**src/rtl/core/bnms_pkg.sv**
```systemverilog
// ----------------------------------------------------------------------------
// bnms_pkg
// types, constants and tables shared by the box suppression block
// ----------------------------------------------------------------------------
`default_nettype none

package bnms_pkg;

   localparam int MaxBoxes  = 1024;
   localparam int MaxPicked = 64;
   localparam int BoxAw     = $clog2(MaxBoxes);
   localparam int PickAw    = $clog2(MaxPicked);

   // register indexes of the csr channel
   localparam logic [1:0] CSR_MAX_OUTPUTS     = 2'd0;
   localparam logic [1:0] CSR_IOU_THRESHOLD   = 2'd1;
   localparam logic [1:0] CSR_SCORE_FLOOR     = 2'd2;
   localparam logic [1:0] CSR_SOFT_SIGMA      = 2'd3;

   localparam logic [15:0] LOG2E_Q15 = 16'd47274;

   typedef enum logic [4:0] {
      ST_LOAD, ST_SEL, ST_SCAN_RD, ST_SCAN_CMP, ST_SWAP_A, ST_SWAP_B,
      ST_TGT_RD, ST_TGT_WAIT, ST_CHK, ST_PK_RD, ST_PK_WAIT, ST_GEOM,
      ST_MUL_AA, ST_MUL_AB, ST_MUL_IN, ST_UNION, ST_DIV_IOU, ST_IOU_CHK,
      ST_MUL_SQ, ST_DIV_ARG, ST_MUL_T, ST_MUL_FRAC, ST_MUL_S, ST_WRBACK,
      ST_EMIT_RD, ST_EMIT_WAIT, ST_EMIT_OUT
   } state_type;

   typedef struct packed {
      logic signed [15:0] x2;
      logic signed [15:0] y2;
      logic signed [15:0] x1;
      logic signed [15:0] y1;
   } box_type;

   typedef struct packed {
      logic [6:0]         chk;
      logic signed [15:0] score;
      logic [BoxAw-1:0]   idx;
   } cand_type;

   typedef struct packed {
      logic signed [15:0] score;
      logic [BoxAw-1:0]   idx;
   } pick_type;

   // divider control and status
   typedef struct packed {
      logic start;
      logic done;
   } div_ctl_type;

   // 2^(-k/16) in Q1.16
   function automatic logic [16:0] pow2_frac(input logic [4:0] k);
      logic [16:0] v;
      case (k)
         5'd0:    v = 17'd65536;
         5'd1:    v = 17'd62757;
         5'd2:    v = 17'd60097;
         5'd3:    v = 17'd57549;
         5'd4:    v = 17'd55109;
         5'd5:    v = 17'd52773;
         5'd6:    v = 17'd50535;
         5'd7:    v = 17'd48393;
         5'd8:    v = 17'd46341;
         5'd9:    v = 17'd44376;
         5'd10:   v = 17'd42495;
         5'd11:   v = 17'd40693;
         5'd12:   v = 17'd38968;
         5'd13:   v = 17'd37316;
         5'd14:   v = 17'd35734;
         5'd15:   v = 17'd34219;
         5'd16:   v = 17'd32768;
         default: v = 17'd0;
      endcase
      return v;
   endfunction

endpackage

`default_nettype wire

```
**src/rtl/core/bnms_div.sv**
```systemverilog
// ----------------------------------------------------------------------------
// bnms_div
// restoring divider, one quotient bit per cycle
// ----------------------------------------------------------------------------
`default_nettype none

module bnms_div
   import bnms_pkg::*;
(
   input  wire logic        clock,
   input  wire logic        reset,
   input  wire div_ctl_type ctl_in,
   input  wire logic [47:0] dividend,
   input  wire logic [33:0] divisor,
   output div_ctl_type      ctl_out,
   output logic [47:0]      quotient
);

   logic [33:0] rem_ff, rem_in;
   logic [47:0] quo_ff, quo_in;
   logic [33:0] dsr_ff, dsr_in;
   logic [5:0]  cnt_ff, cnt_in;
   logic        busy_ff, busy_in;
   logic        done_ff, done_in;
   logic [34:0] rem_sh;
   logic        ge;

   always_comb begin
      rem_sh  = {rem_ff, quo_ff[47]};
      ge      = rem_sh >= {1'b0, dsr_ff};
      rem_in  = rem_ff;
      quo_in  = quo_ff;
      dsr_in  = dsr_ff;
      cnt_in  = cnt_ff;
      busy_in = busy_ff;
      done_in = 1'b0;
      if (ctl_in.start) begin
         rem_in  = '0;
         quo_in  = dividend;
         dsr_in  = divisor;
         cnt_in  = '0;
         busy_in = 1'b1;
      end else if (busy_ff) begin
         rem_in = ge ? 34'(rem_sh - {1'b0, dsr_ff}) : rem_sh[33:0];
         quo_in = {quo_ff[46:0], ge};
         cnt_in = 6'(cnt_ff + 6'd1);
         if (cnt_ff == 6'd47) begin
            busy_in = 1'b0;
            done_in = 1'b1;
         end
      end
   end

   always_ff @(posedge clock) begin
      rem_ff <= rem_in;
      quo_ff <= quo_in;
      dsr_ff <= dsr_in;
      cnt_ff <= cnt_in;
      if (reset) begin
         busy_ff <= 1'b0;
         done_ff <= 1'b0;
      end else begin
         busy_ff <= busy_in;
         done_ff <= done_in;
      end
   end

   always_comb begin
      ctl_out.start = busy_ff;
      ctl_out.done  = done_ff;
      quotient      = quo_ff;
   end

   a_no_restart: assert property (@(posedge clock) disable iff (reset)
      ctl_in.start |-> !busy_ff) else $error("divider restarted while busy");
   a_done_pulse: assert property (@(posedge clock) disable iff (reset)
      done_ff |=> !done_ff) else $error("divider done held");
   a_done_after_busy: assert property (@(posedge clock) disable iff (reset)
      done_ff |-> $past(busy_ff)) else $error("divider done without work");

endmodule

`default_nettype wire

```
**config.mk**
```make
export PLATFORM = sky130hd
export DESIGN_NAME = bnms_div
export DESIGN_NICKNAME = d
export VERILOG_FILES = /design/src/rtl/core/bnms_pkg.sv /design/src/rtl/core/bnms_div.sv
export SDC_FILE = /design/constraint.sdc
export NUM_CORES = 1
export LEC_CHECK = 0
export BUFFER_PORTS_ARGS = -buffer_cell sky130_fd_sc_hd__clkbuf_2
export CORE_ASPECT_RATIO = 1.75
export CORE_MARGIN = 5
export CORE_UTILIZATION = 40
export DETAILED_ROUTE_END_ITERATION = 8
export MAX_ROUTING_LAYER = met4
export PLACE_DENSITY = 0.68
export SLEW_MARGIN = 20
export SYNTH_ARGS = -nofsm -noshare
export SYNTH_HDL_FRONTEND = slang
export SYNTH_SLANG_ARGS = --single-unit
```
**constraint.sdc**
```tcl
create_clock -name clock -period 3.2 [get_ports clock]
set_input_delay 0.16 -clock clock [delete_from_list [all_inputs] [get_ports clock]]
set_output_delay 0.16 -clock clock [all_outputs]
set_load 0.1 [all_outputs]
```
; Word level (Yosys, flattened, before mapping)
; Cells that the tools add are included.
[word_totals]
in_bits = 86
output_inout_bits = 50
elab_cells = 20
register_bits = 124
[classes]
order_cmp = 1
n_reduce_logical = 2
n_bitwise = 1
eq_ne = 1
add_sub_neg = 2
n_mux = 7
[ops]
columns = cell, n
row1 = 48-bit 2-to-1 mux, 2
row2 = 35-bit by 34-bit >= comparator with 1-bit output, 1
row3 = 34-bit 2-to-1 mux, 1
row4 = 34-bit subtractor, 1
row5 = 6-bit by 1-bit adder with 6-bit output (second input constant), 1
row6 = 6-bit == test (second input constant), 1
row7 = 1-bit 2-to-1 mux, 4
row8 = 3-bit OR reduction, 1
row9 = 2-bit nonzero test, 1
row10 = 1-bit NOT, 1

; Depth between registers and ports, before layout
[logic_depth]
depth_word = 4
depth_mapped = 14
depth_no_buf = 13

; Least setup slack after synthesis
; Ideal clock, no wire load.
[synth_path]
path_kind = register to register
start = register quo_ff[47], in the netlist quotient[47]
end = register rem_ff[18]
required_time_ns = 3.114
setup_slack_ns = -0.180
n_path_buf = 0
setup_time_ns = 0.086
path_stages_with_launch = 14
arrival_ns = 3.295
synth_period_minus_slack_ns = 3.380
path_cell_list = edfxtp_1 -> inv_1 -> ha_1 -> inv_1 -> fa_1 -> a21o_1 -> a221oi_2 -> o21bai_1 -> a31oi_1 -> o21bai_1 -> a221oi_1 -> xnor2_1 -> mux2i_1 -> a211oi_1
[synth_between]
elab_chain_cells = 2
word_cells_on_any_way = 3
cone_classes = 1 x add/sub / 1 x order compare / 1 x mux
[synth_rtl]
columns = item, line_no
row1 = from (decl), bnms_div.sv:20  ; logic [47:0] quo_ff, quo_in;
row2 = from (signal assigned), bnms_div.sv:56  ; quo_ff <= quo_in;
row3 = 34-bit subtractor or 35-bit by 34-bit >= comparator with 1-bit output (tied branches), "bnms_div.sv:44, bnms_div.sv:30"
row4 = 34-bit 2-to-1 mux *, bnms_div.sv:44  ; rem_in = ge ? 34'(rem_sh - {1'b0, dsr_ff}) : rem_sh[33:0];
row5 = to (signal assigned), bnms_div.sv:55  ; rem_ff <= rem_in;
row6 = to (decl), bnms_div.sv:19  ; logic [33:0] rem_ff, rem_in;
; Mark *: on every way between the ends. The rest lies on a longest branch, timed or not.
; A chain may end at the register's enable or synchronous reset.

; Worst setup path in the final report
[layout_path]
start = register quo_ff[47], in the netlist quotient[47]
end = register rem_ff[22]
; The elaborated chain is that of the path after synthesis.

==> run_results.csv <==
group,metric,value,unit
run_status,status,"finished clean",
layout,antenna_cells,0,
worst_setup_path,cp-end-kind,"register",
power,vdd_drop_max,0.356,mV
clock_tree,clock_sinks,124,
layout,area_growth,28.7,%
sta,tightest_slew,0.792,ns
die,initial_core_util,40.7,%
layout,final_common_cell,"clkbuf_2",
die,std_cell_rows,63,
clock_tree,root_buffer,"clkbuf_16",
worst_setup_path,critPathKind,"register to register",
drt,avgViaCountPerCell,5.23,
flow_run,max_cap_viol_count,0,
die,die_y,184,um
global_route,antenna_found_initial,0,
yosys,synthDistinctLibCells,53,
sta,hold_viol,0,
layout,nNetsFinal,947,
place,dp_hpwl,12400,um
yosys,ys_ff_latch,124,
layout,layout_common_cells,"clkbuf_2 (133), edfxtp_1 (82), nor2_1 (70), a21oi_1 (48), mux2_2 (48)",
clock_tree,clkLatencyLatePin,0.42,ns
worst_setup_path,cp.arrival,3.36,ns
drt,vias,5573,
die,core,16900,sq um
worst_hold_path,hold_path_class,"input pin to register",
drt,wl_per_cell,15.8,um
place,placed_cell_area,7830,sq um
place,gp_congestion,0.902,
global_route,grt_usage,17.7,%
power,powerDensity,618,nW/um^2
clock_tree,cts_buffers,17,
yosys,yosysSeqAreaShare,47.9,%
worst_setup_path,critPathRequiredTime,3.48,ns
clock_tree,clk_pin_slew,0.06,ns
yosys,synth_nets,771,
place,numPlacedInstances,990,
sta,slew_viol_final,0,
drt,drtIter0Drc,247,
sta,setup_violations,0,
place,port_buffers,134,
sta,grt_setup_unrepaired,"no",
sta,period_share,96.6,%
sta,skew,0.0119,ns
yosys,synth_ff_type,"edfxtp_1",
layout,drive_gt1_share,31.9,%
yosys,async_flop_share,0,%
die,die_w,109,um
die,die-area,20100,sq um
sta,min_period,3.09,ns
global_route,grt_pass1_wl,27200,um
worst_setup_path,critPathMaxFanout,5,
die,num_io_pins,136,
yosys,synth_cells,649,
layout,fillers,1546,
drt,dr.pass1.iters,5,
clock_tree,cts_tree,"done",
drt,drc,0,
drt,routed_wl,16900,um
clock_tree,clockBufferDepth,2,
power,p_leak,3.80,nW
worst_setup_path,start_kind,"register",
yosys,yosysWarnings,0,
sta,slew-limit-headroom,46.6,%
global_route,grt_pass1_vias,5810,
yosys,syn_area,6900,sq um
clock_tree,htree_num_levels,4,
global_route,grt_max_degree,64,
yosys,synth_edf_count,82,
global_route,grt-ovfl-total,0,
layout,fin_area,8870,sq um
sta,fmax,324,MHz
layout,layoutNonFillerInstCount,1065,
yosys,synth_area_per_cell,10.6,sq um
drt,ant_nets,0,
sta,fin_hold_ws,0.0423,ns
[layer usage]
metal	vias up	track usage [%]	wire [um]
met5	-	-	0
met4	0	8.74	607
met3	42	4.08	810
met2	178	30.8	8900
met1	2607	18.6	6530
li1	2746	-	-
[path summary, 6_finish.rpt]
kind	from	to	slack, ns	cells after the start
worst max register to register	quotient[47]$_DFFE_PP_	rem_ff[22]$_SDFFE_PP0P_	0.11	13
worst min-delay path	dividend[31]	quotient[31]$_DFFE_PP_	0.04	2
worst min register to register	rem_ff[33]$_SDFFE_PP0P_	rem_ff[33]$_SDFFE_PP0P_	0.48	2
worst max-delay path	quotient[47]$_DFFE_PP_	rem_ff[22]$_SDFFE_PP0P_	0.11	13
[synthesized netlist by cell type, drive strengths merged (3+ instances only)]
cell | n | area, sq um
edfxtp | 82 | 2460
nor2 | 70 | 263
a21oi | 49 | 245
mux2 | 48 | 541
inv | 43 | 161
dfxtp | 42 | 841
ha | 35 | 438
a211oi | 33 | 248
clkbuf | 27 | 101
nand2 | 23 | 86.3
xnor2 | 20 | 175
o21ai | 17 | 85.1
a21o | 15 | 113
mux2i | 15 | 150
nand4 | 14 | 87.6
buf | 13 | 88.8
xor2 | 12 | 105
a31oi | 11 | 83.8
nand3 | 9 | 45.0
nor2b | 7 | 43.8
o21bai | 6 | 45.0
a311oi | 5 | 43.8
nor3 | 5 | 25.0
a41oi | 4 | 35.0
and3 | 4 | 25.0
or2 | 4 | 25.0
a21boi | 3 | 22.5
a31o | 3 | 26.3
nand2b | 3 | 18.8
o21a | 3 | 22.5
o22ai | 3 | 18.8
[per-stage QoR]
| stage | setup slack, ns | util (%) | total power, W | TNS [ns] |
|---|---|---|---|---|
| after CTS | 0.0446 | 51.6 | 0.00549 | 0 |
| after detailed placement | 0.103 | 46.2 | 0.00359 | 0 |
| final | 0.110 | 52.4 | 0.00548 | 0 |
| after global routing | 0.00131 | 52.4 | 0.00575 | 0 |
| after floorplan | -0.0630 | - | 0.00325 | -0.293 |
| after global placement | 0.174 | 46.2 | 0.00358 | 0 |
[worst max-delay path: stages (launching register included)]
cell      delay (ns)
edfxtp_1        0.42
inv_2           0.07
ha_2            0.18
inv_2           0.05
fa_2            0.36
a21o_1          0.20
a221oi_2        0.32
o21bai_2        0.17
a31oi_4         0.26
o21bai_4        0.12
a211o_1         0.37
a21boi_2        0.19
xor2_1          0.16
o22ai_1         0.08
[state kept, by name (all words and copies together), names as in the netlist]
register  count
busy_ff       1
dsr_ff       34
cnt_ff        6
quotient     48
done_ff       1
rem_ff       34
[power breakdown]
group | internal [W] | switching [W] | leakage, nW
sequential | 0.00188 | 0.0000847 | 1.16
combinational | 0.000568 | 0.00112 | 2.37
clock | 0.00109 | 0.000736 | 0.266
[cell families (layout without fill, tap and decap cells)]
group           Yosys count  count (layout)  share of synthesized area, %
compound gates          166             166                          16.7
simple gates            145             145                          9.60
flops                   124             124                          47.9
buf+inv                  83             272                          5.10
mux                      63              63                          10.0
fa+ha+maj                36              36                          6.64
xor+xnor                 32              32                          4.06
[timing repair]
| item | CTS | global route |
|---|---|---|
| endpoints found under the setup margin | 0 | 12 |
| hold endpoints to repair | 36 | 0 |
| hold buffers | 35 | 0 |
| resized for setup | 0 | 15 |
| setup buffers | 0 | 8 |
[final cells by class]
class	count	area, sq um	share of cell area (%)
sequential	124	3300	37.2
inverter	43	161	1.82
tap	227	284	3.20
clock inverter	13	119	1.34
clock buffer	19	443	4.99
multi-input combinational	442	3320	37.4
timing repair buffer	197	1250	14.0
Note: power is estimated with default switching activity, not from simulation.
